==> config.mk <==
export PLATFORM = sky130hd
export DESIGN_NAME = periodic_timer_table_unit
export DESIGN_NICKNAME = d
export VERILOG_FILES = /design/src/rtl/core/ptt_pkg.sv /design/src/rtl/core/ptt_tick_div.sv /design/src/rtl/core/periodic_timer_table_unit.sv
export SDC_FILE = /design/constraint.sdc
export NUM_CORES = 2
export LEC_CHECK = 0
export ABC_AREA = 1
export ABC_CLOCK_PERIOD_IN_PS = 11900
export BUFFER_PORTS_ARGS = -buffer_cell sky130_fd_sc_hd__buf_2
export CORE_ASPECT_RATIO = 0.9
export CORE_MARGIN = 3
export CORE_UTILIZATION = 35
export CTS_CLUSTER_SIZE = 24
export DETAILED_ROUTE_END_ITERATION = 16
export HOLD_SLACK_MARGIN = 0.1
export PLACE_DENSITY_LB_ADDON = 0.12
export SLEW_MARGIN = 20
export SYNTH_ARGS = -nofsm -noshare
export SYNTH_HDL_FRONTEND = slang
export SYNTH_SLANG_ARGS = --single-unit
==> constraint.sdc <==
create_clock -name clock -period 11.9 [get_ports clock]
set_clock_uncertainty 0.05 [all_clocks]
set_input_delay 2.38 -clock clock [delete_from_list [all_inputs] [get_ports clock]]
set_output_delay 2.38 -clock clock [all_outputs]
set_load 0.005 [all_outputs]
==> src/rtl/core/ptt_pkg.sv <==
// Package for the periodic timer table: item types, slot word layout,
// result codes, operation codes and sequencer states. No dependencies.

package ptt_pkg;

   localparam int NUM_SLOTS_DEF = 32;
   localparam int TICK_MS_DEF   = 100;
   localparam int NUM_DESTS_DEF = 5;

   localparam int ID_W     = 16;
   localparam int DELAY_W  = 16;
   localparam int DEST_W   = 3;
   localparam int MASK_W   = 5;
   localparam int RELOAD_W = 10;

   // Largest reload count a slot can hold, at the width of a delay.
   localparam logic [DELAY_W-1:0] RELOAD_MAX = DELAY_W'(1023);

   localparam logic [1:0] OP_SET  = 2'd0;
   localparam logic [1:0] OP_KILL = 2'd1;
   localparam logic [1:0] OP_TICK = 2'd2;

   localparam logic [2:0] KIND_SET_OK    = 3'd0;
   localparam logic [2:0] KIND_NO_FREE   = 3'd1;
   localparam logic [2:0] KIND_BAD_DEST  = 3'd2;
   localparam logic [2:0] KIND_KILL_OK   = 3'd3;
   localparam logic [2:0] KIND_KILL_MISS = 3'd4;
   localparam logic [2:0] KIND_EXPIRY    = 3'd5;
   localparam logic [2:0] KIND_TICK_DONE = 3'd6;

   typedef struct packed {
      logic [1:0]         operation;
      logic [ID_W-1:0]    timer_id;
      logic [DELAY_W-1:0] delay_ms;
      logic [DEST_W-1:0]  dest_layer;
      logic [MASK_W-1:0]  queue_full_mask;
   } req_type;

   typedef struct packed {
      logic [2:0]        kind;
      logic [ID_W-1:0]   out_timer_id;
      logic [DEST_W-1:0] out_dest;
      logic              last;
   } rsp_type;

   typedef struct packed {
      logic [ID_W-1:0]     ident;
      logic [DEST_W-1:0]   dest;
      logic [RELOAD_W-1:0] reload;
      logic [RELOAD_W-1:0] remaining;
   } slot_type;

   typedef enum logic [2:0] {
      ST_IDLE,
      ST_SET_SCAN,
      ST_SET_WAIT,
      ST_WALK,
      ST_FIN
   } state_type;

endpackage

==> src/rtl/core/ptt_tick_div.sv <==
// Reload count unit: turns a delay in milliseconds into a count of ticks by a
// reciprocal multiply, clamped to the range 1 to RELOAD_MAX. Uses ptt_pkg.

module ptt_tick_div
   import ptt_pkg::*;
#(
   parameter int TICK_MS = TICK_MS_DEF
) (
   input  logic                clock,
   input  logic                reset,
   input  logic                start,
   input  logic [DELAY_W-1:0]  dividend,
   output logic                busy,
   output logic [RELOAD_W-1:0] ticks
);

   // The reciprocal is rounded up at a scale of DELAY_W plus the bits of the
   // tick period, which makes the shifted product the exact floor quotient for
   // every delay that fits in DELAY_W bits. It fits in DELAY_W + 1 bits.
   localparam int PRE     = $clog2(TICK_MS);
   localparam int SHIFT   = DELAY_W + PRE;
   localparam int RECIP_W = DELAY_W + 1;
   localparam int PROD_W  = DELAY_W + RECIP_W;
   localparam longint unsigned RECIP_FULL =
      ((64'd1 << SHIFT) + 64'(TICK_MS) - 64'd1) / 64'(TICK_MS);
   localparam logic [RECIP_W-1:0] RECIP = RECIP_W'(RECIP_FULL);

   logic               busy_ff, busy_in;
   logic [DELAY_W-1:0] dvd_ff, dvd_in;
   logic [PROD_W-1:0]  prod_ff, prod_in;
   logic [DELAY_W:0]   quo;

   // The delay is captured at start and multiplied in the following cycle.
   assign busy_in = start;
   assign dvd_in  = start ? dividend : dvd_ff;
   assign prod_in = busy_ff ? PROD_W'(dvd_ff) * PROD_W'(RECIP) : prod_ff;
   assign quo     = (DELAY_W + 1)'(prod_ff[PROD_W-1:SHIFT]);

   always_ff @(posedge clock) begin
      if (reset) begin
         busy_ff <= 1'b0;
      end else begin
         busy_ff <= busy_in;
      end
      dvd_ff  <= dvd_in;
      prod_ff <= prod_in;
   end

   always_comb begin
      if (quo == '0) begin
         ticks = RELOAD_W'(1);
      end else if (quo > {1'b0, RELOAD_MAX}) begin
         ticks = RELOAD_MAX[RELOAD_W-1:0];
      end else begin
         ticks = quo[RELOAD_W-1:0];
      end
   end

   assign busy = busy_ff;

endmodule

==> src/rtl/core/periodic_timer_table_unit.sv <==
// Top level of the periodic timer table: slot memory, active flags and the
// sequencer that serves set, kill and tick items. Uses ptt_pkg, ptt_tick_div.
//
// The block takes one request item at a time on the req_ channel and answers
// on the rsp_ channel. A set or a kill gives exactly one result item. A tick
// gives one expiry item for each slot that fires and can deliver, then one
// finished item; the final result item of every request carries last high.
// Operation code 3 is dropped without a result.
// A kill or a tick walks the slot memory, one slot per cycle, reading ahead
// one slot while the previous one is written back; its final result is
// registered in ST_FIN once the walk ends, sooner for a kill that hits.
// A set scans the active flags one slot per cycle while a reciprocal multiply
// turns the delay into ticks; its result is registered in ST_FIN after the
// slot write, or after the scan alone for a full table or a bad destination.
// The next request is accepted the cycle after that, even while the last
// result still waits in the output register. When the receiver stalls with a
// result pending, the walk freezes on the slot that wants to emit and resumes
// when the register frees up. Reset clears all active flags at once; the slot
// memory itself needs no clearing, since a slot is only used after a set has
// written it.

module periodic_timer_table_unit
   import ptt_pkg::*;
#(
   parameter int NUM_SLOTS = NUM_SLOTS_DEF,
   parameter int TICK_MS   = TICK_MS_DEF,
   parameter int NUM_DESTS = NUM_DESTS_DEF
) (
   input  logic    clock,
   input  logic    reset,
   input  logic    req_valid,
   output logic    req_stall,
   input  req_type req_data,
   output logic    rsp_valid,
   input  logic    rsp_stall,
   output rsp_type rsp_data
);

   // Slot index width and walk counter width (the counter also holds NUM_SLOTS).
   localparam int SW = (NUM_SLOTS > 1) ? $clog2(NUM_SLOTS) : 1;
   localparam int CW = $clog2(NUM_SLOTS + 1);
   localparam logic [CW-1:0]     LAST_WALK = CW'(NUM_SLOTS);
   localparam logic [DEST_W:0]   DEST_LIM  = (DEST_W + 1)'(NUM_DESTS);

   state_type state_ff, state_in;
   req_type   item_ff, item_in;
   logic [CW-1:0]        walk_ff, walk_in;
   logic [SW-1:0]        walk_idx;
   logic                 v2_ff, v2_in;
   logic [SW-1:0]        p2_ff, p2_in;
   logic [SW-1:0]        free_ff, free_in;
   logic [2:0]           fin_kind_ff, fin_kind_in;
   logic [NUM_SLOTS-1:0] active_ff, active_in;
   logic                 rsp_valid_ff, rsp_valid_in;
   rsp_type              rsp_ff, rsp_in;

   // Slot memory: one word per slot, one write and one registered read a cycle.
   slot_type slot_ram [NUM_SLOTS];
   slot_type rdata_ff;
   logic          mem_re;
   logic [SW-1:0] mem_ra;
   logic          mem_we;
   logic [SW-1:0] mem_wa;
   slot_type      mem_wd;

   logic                div_start;
   logic                div_busy;
   logic [RELOAD_W-1:0] div_ticks;

   logic out_busy;
   logic dest_ok;

   ptt_tick_div #(
      .TICK_MS(TICK_MS)
   ) u_div (
      .clock   (clock),
      .reset   (reset),
      .start   (div_start),
      .dividend(req_data.delay_ms),
      .busy    (div_busy),
      .ticks   (div_ticks)
   );

   assign walk_idx  = walk_ff[SW-1:0];
   assign out_busy  = rsp_valid_ff & rsp_stall;
   assign dest_ok   = {1'b0, item_ff.dest_layer} < DEST_LIM;
   assign req_stall = (state_ff != ST_IDLE);
   assign rsp_valid = rsp_valid_ff;
   assign rsp_data  = rsp_ff;

   always_comb begin
      logic              s2_active;
      logic              is_full;
      logic [7:0]        full_wide;
      logic              hold;
      logic              matched;

      state_in     = state_ff;
      item_in      = item_ff;
      walk_in      = walk_ff;
      v2_in        = v2_ff;
      p2_in        = p2_ff;
      free_in      = free_ff;
      fin_kind_in  = fin_kind_ff;
      active_in    = active_ff;
      rsp_valid_in = out_busy;
      rsp_in       = rsp_ff;
      mem_re       = 1'b0;
      mem_ra       = walk_idx;
      mem_we       = 1'b0;
      mem_wa       = p2_ff;
      mem_wd       = rdata_ff;
      div_start    = 1'b0;
      hold         = 1'b0;
      matched      = 1'b0;
      s2_active    = active_ff[p2_ff];
      full_wide    = {{(8 - MASK_W){1'b0}}, item_ff.queue_full_mask};
      // A destination without a bit in the mask never counts as full.
      is_full      = ({1'b0, rdata_ff.dest} < (DEST_W + 1)'(MASK_W)) &&
                     full_wide[rdata_ff.dest];

      case (state_ff)
         ST_IDLE: begin
            if (req_valid) begin
               item_in = req_data;
               walk_in = '0;
               v2_in   = 1'b0;
               case (req_data.operation)
                  OP_SET: begin
                     div_start = 1'b1;
                     state_in  = ST_SET_SCAN;
                  end
                  OP_KILL, OP_TICK: begin
                     state_in = ST_WALK;
                  end
                  default: begin
                     state_in = ST_IDLE;
                  end
               endcase
            end
         end

         ST_SET_SCAN: begin
            // Look for the lowest free slot, one flag per cycle.
            if (walk_ff == LAST_WALK) begin
               fin_kind_in = KIND_NO_FREE;
               state_in    = ST_FIN;
            end else if (!active_ff[walk_idx]) begin
               free_in = walk_idx;
               if (dest_ok) begin
                  state_in = ST_SET_WAIT;
               end else begin
                  fin_kind_in = KIND_BAD_DEST;
                  state_in    = ST_FIN;
               end
            end else begin
               walk_in = walk_ff + CW'(1);
            end
         end

         ST_SET_WAIT: begin
            if (!div_busy) begin
               mem_we           = 1'b1;
               mem_wa           = free_ff;
               mem_wd.ident     = item_ff.timer_id;
               mem_wd.dest      = item_ff.dest_layer;
               mem_wd.reload    = div_ticks;
               mem_wd.remaining = div_ticks;
               active_in[free_ff] = 1'b1;
               fin_kind_in      = KIND_SET_OK;
               state_in         = ST_FIN;
            end
         end

         ST_WALK: begin
            // Second stage: the slot whose word arrived from memory.
            if (v2_ff && s2_active) begin
               if (item_ff.operation == OP_KILL) begin
                  if (rdata_ff.ident == item_ff.timer_id) begin
                     matched           = 1'b1;
                     active_in[p2_ff]  = 1'b0;
                  end
               end else if (rdata_ff.remaining > RELOAD_W'(1)) begin
                  mem_we           = 1'b1;
                  mem_wd.remaining = rdata_ff.remaining - RELOAD_W'(1);
               end else if (is_full) begin
                  // Destination full: retry on the next tick.
                  mem_we           = 1'b1;
                  mem_wd.remaining = RELOAD_W'(1);
               end else if (out_busy) begin
                  hold = 1'b1;
               end else begin
                  mem_we              = 1'b1;
                  mem_wd.remaining    = rdata_ff.reload;
                  rsp_valid_in        = 1'b1;
                  rsp_in.kind         = KIND_EXPIRY;
                  rsp_in.out_timer_id = rdata_ff.ident;
                  rsp_in.out_dest     = rdata_ff.dest;
                  rsp_in.last         = 1'b0;
               end
            end

            if (matched) begin
               v2_in       = 1'b0;
               fin_kind_in = KIND_KILL_OK;
               state_in    = ST_FIN;
            end else if (!hold) begin
               // First stage: issue the read of the next slot.
               if (walk_ff != LAST_WALK) begin
                  mem_re  = 1'b1;
                  walk_in = walk_ff + CW'(1);
                  v2_in   = 1'b1;
                  p2_in   = walk_idx;
               end else begin
                  v2_in = 1'b0;
                  if (!v2_ff) begin
                     fin_kind_in = (item_ff.operation == OP_KILL) ? KIND_KILL_MISS
                                                                  : KIND_TICK_DONE;
                     state_in    = ST_FIN;
                  end
               end
            end
         end

         ST_FIN: begin
            if (!out_busy) begin
               rsp_valid_in        = 1'b1;
               rsp_in.kind         = fin_kind_ff;
               rsp_in.out_timer_id = (item_ff.operation == OP_TICK) ? '0
                                                                    : item_ff.timer_id;
               rsp_in.out_dest     = '0;
               rsp_in.last         = 1'b1;
               state_in            = ST_IDLE;
            end
         end

         default: begin
            state_in = ST_IDLE;
         end
      endcase
   end

   always_ff @(posedge clock) begin
      if (reset) begin
         state_ff     <= ST_IDLE;
         active_ff    <= '0;
         rsp_valid_ff <= 1'b0;
         v2_ff        <= 1'b0;
      end else begin
         state_ff     <= state_in;
         active_ff    <= active_in;
         rsp_valid_ff <= rsp_valid_in;
         v2_ff        <= v2_in;
      end
      item_ff     <= item_in;
      walk_ff     <= walk_in;
      p2_ff       <= p2_in;
      free_ff     <= free_in;
      fin_kind_ff <= fin_kind_in;
      rsp_ff      <= rsp_in;
   end

   // The walk never writes the slot it is reading in the same cycle.
   always_ff @(posedge clock) begin
      if (mem_we) begin
         slot_ram[mem_wa] <= mem_wd;
      end
      if (mem_re) begin
         rdata_ff <= slot_ram[mem_ra];
      end
   end

endmodule

==> impl_metrics.json <==
{
  "grt_overflow_total": 0,
  "synthCells": 5198,
  "cp_max_fo": 7,
  "h-tree-depth": 4,
  "worstRegToRegCells": 18,
  "hold_viol_final": 0,
  "avgSynthCellArea_um2": 12.0,
  "postCtsHoldBufs": 0,
  "arrival_ns": 5.98,
  "syn-cell-area_um2": 62500,
  "cpPeakStageDelay_ns": 0.59,
  "first_iter_violations": 4078,
  "via_per_inst": 5.37,
  "row_count": 146,
  "die_height_um": 407,
  "drc": 0,
  "start_util_pct": 35.4,
  "grt_antenna_before_repair": 6,
  "finalSetupViolations": 0,
  "rsz0062_at_grt": "false",
  "finalPower_w": 0.0183,
  "seq_area_frac_synth_pct": 67.5,
  "cpMostUsedCell": "fa_1",
  "setup_tns_ns": 0,
  "fmax_mhz": 182,
  "wl_per_cell_um": 25.7,
  "cts_setup_buffers": 0,
  "path_cells": "fa_1 -> inv_1 -> fa_1 -> inv_1 -> fa_1 -> fa_1 -> fa_1 -> inv_1 -> fa_1 -> inv_1 -> ha_1 -> a21oi_1 -> inv_1 -> a31oi_1 -> nor2_1 -> nor3_1 -> o21ai_0 -> xor2_1",
  "cts_tree": "yes",
  "place_congestion": 0.830,
  "wl_mm": 198,
  "worstHoldPathType": "flop to flop",
  "cp-end-kind": "flop",
  "drv_cap": 0,
  "hold_path.startpoint": "active_ff[7]$_SDFFE_PP0P_",
  "final_core_util_pct": 40.1,
  "synth_enable_flop_cells": 1381,
  "cts_resized": 0,
  "r2r-end": "u_div.prod_ff[27]$_DFFE_PP_",
  "p_leak_nw": 24.3,
  "first_pass_iters": 6,
  "synth-async-reset-ratio_pct": 0,
  "slew-limit-headroom_pct": 23.2,
  "setup_ws_ns": 6.40,
  "r2r_setup_slack_ns": 6.40,
  "clockBufferDepth": 3,
  "synth_cell_types": 49,
  "holdPathStages": 2,
  "rr_startpoint": "u_div.dvd_ff[5]$_DFFE_PP_",
  "ios": 71,
  "syn_nets": 5480,
  "pre_cts_ws_ns": 6.32,
  "cts_buffers": 154,
  "grt_pass1_vias": 39966,
  "clock_latency_ns": 0.80,
  "power.density_nw_per_um2": 258,
  "vias": 41407,
  "dieArea_um2": 184000,
  "grt_max_degree": 145,
  "crit_path_start_kind": "flop",
  "ys_warn_count": 0,
  "hold-path-endpoint": "active_ff[7]$_SDFFE_PP0P_",
  "core_um2": 177000,
  "track_usage_pct": 21.4,
  "die_w_um": 452,
  "antenna_left": 0,
  "portBuffers": 70,
  "worst-slew-pin-transition_ns": 1.14,
  "synth_ff_type": "edfxtp_1",
  "fin_crit_ns": 5.50,
  "final_nets": 5505,
  "syn_to_final_growth_pct": 13.4,
  "status": "finished, final reports clean",
  "clkTransAtPathRegs_ns": 0.07,
  "slowest_stage": "fa_1",
  "path_class": "flop to flop",
  "period_share_pct": 46.2,
  "drive_gt1_share_pct": 8.93,
  "ir_drop_mv": 0.175,
  "dp_hpwl_mm": 114,
  "cp.required_ns": 12.38,
  "grt_pass1_wl_mm": 288,
  "final_max_slew_viol_count": 0,
  "clockRootBuffer": "clkbuf_16",
  "synth_seq_cells": 1419,
  "cts.sinks": 1419
}
## worst max-delay path: cells and delay by family (launching register included)
| family | cells | cell delay, ns |
|---|---|---|
| fa+ha+maj | 7 | 3.32 |
| compound gates | 3 | 0.67 |
| xor+xnor | 1 | 0.15 |
| flops | 1 | 0.52 |
| buf+inv | 5 | 0.33 |
| simple gates | 2 | 0.20 |
## worst max path at each step
| stage | to | slack [ns] | cells after the start | startpoint |
|---|---|---|---|---|
| 2_1_floorplan | rdata_ff[0]$_DFFE_PP_ | 5.79 | 5 | rsp_stall |
| 6_report | u_div.prod_ff[27]$_DFFE_PP_ | 6.40 | 18 | u_div.dvd_ff[5]$_DFFE_PP_ |
| 3_3_place_gp | u_div.prod_ff[27]$_DFFE_PP_ | 6.38 | 18 | u_div.dvd_ff[4]$_DFFE_PP_ |
| 5_1_grt | u_div.prod_ff[27]$_DFFE_PP_ | 6.17 | 18 | u_div.dvd_ff[5]$_DFFE_PP_ |
| 3_5_place_dp | slot_ram[21][18]$_DFFE_PP_ | 6.32 | 8 | rsp_stall |
| 4_1_cts | u_div.prod_ff[27]$_DFFE_PP_ | 6.40 | 18 | u_div.dvd_ff[5]$_DFFE_PP_ |
## power by group
group	switching, W	internal (W)	total (W)
clock	0.00204	0.00262	0.00466
sequential	0.000132	0.00619	0.00632
combinational	0.00534	0.00199	0.00734
total	0.00752	0.0108	0.0183
## registers in the layout, summed over array words and instances, names as in the netlist
name,flops
state_ff,3
rdata_ff,39
rsp_data,23
rsp_valid,1
p2_ff,5
item_ff,26
free_ff,5
walk_ff,6
u_div.prod_ff,10
u_div.dvd_ff,16
slot_ram,1248
u_div.busy,1
fin_kind_ff,3
v2_ff,1
active_ff,32
## cell type report
class                           instances  area, um^2
Sequential cell                      1419       42200
Antenna cell                            6        15.0
Tap cell                             2368        2960
Timing Repair Buffer                  169        1210
Fill cell                           16932      106000
Inverter                              393        1500
Multi-Input combinational cell       3086       18200
Clock buffer                          185        3990
Clock inverter                         89         837
## layer usage
| metal | vias to the layer above | wire (um) | GRT usage (%) |
|---|---|---|---|
| li1 | 18884 | - | - |
| met1 | 20965 | 90900 | 31.2 |
| met2 | 1310 | 89300 | 32.9 |
| met3 | 248 | 12700 | 3.57 |
| met4 | 0 | 5590 | 6.50 |
| met5 | - | 0 | 0 |
## cells in the mapped netlist (6+ instances only)
cell type | n | area [um^2]
fa_1 | 97 | 1940
clkbuf_1 | 235 | 882
edfxtp_1 | 1381 | 41500
o221ai_1 | 126 | 1100
nand2_1 | 502 | 1880
a211oi_1 | 28 | 210
nand3_1 | 157 | 786
ha_1 | 139 | 1740
buf_2 | 38 | 190
nand4_1 | 71 | 444
a21oi_1 | 91 | 455
o21ai_0 | 763 | 3820
a31oi_1 | 9 | 56.3
o211ai_1 | 40 | 300
nor3_1 | 59 | 295
or2_2 | 6 | 37.5
o22ai_1 | 188 | 1180
xor2_1 | 10 | 87.6
inv_1 | 381 | 1430
nor2_1 | 745 | 2800
dfxtp_1 | 38 | 761
buf_1 | 21 | 78.8
## cells in the final DEF (no fill, tap or decap), drive strengths merged, types with 2 or more instances in the layout
master   Yosys  layout
o21ai      764     764
nand2      506     506
o22ai      188     188
bufinv       0      10
a21oi       92      92
nor3        59      59
a22oi        4       4
nand4       71      71
inv        388     396
nor2       754     754
nand3      162     162
dfxtp       38      38
a211oi      28      28
buf         65     169
clkinv       5      76
nor4         3       3
diode        0       6
fa          97      97
o211ai      40      40
a21o         3       3
a31oi        9       9
clkbuf     235     185
ha         139     139
o221ai     126     126
mux2         2       2
or2          6       6
edfxtp    1381    1381
o21a         5       5
a21boi       2       2
o2111ai      3       3
xor2        10      10
a221oi       5       5
xnor2        3       3
## through the flow
step           hold slack (ns)  area [um^2]  cells
2_1_floorplan            0.389        62500   5198
3_3_place_gp             0.420        66000   7433
3_5_place_dp             0.421        66000   7433
4_1_cts                  0.431        70800   7707
5_1_grt                  0.452        70900   7710
6_report                 0.434        70900   7715
## cells by family after synthesis
logic type | synth area share (%)
xor+xnor | 0.182
buf+inv | 4.30
mux | 0.0360
simple gates | 10.3
flops | 67.5
fa+ha+maj | 5.89
compound gates | 11.8
Power figures use the tool's default switching activity.
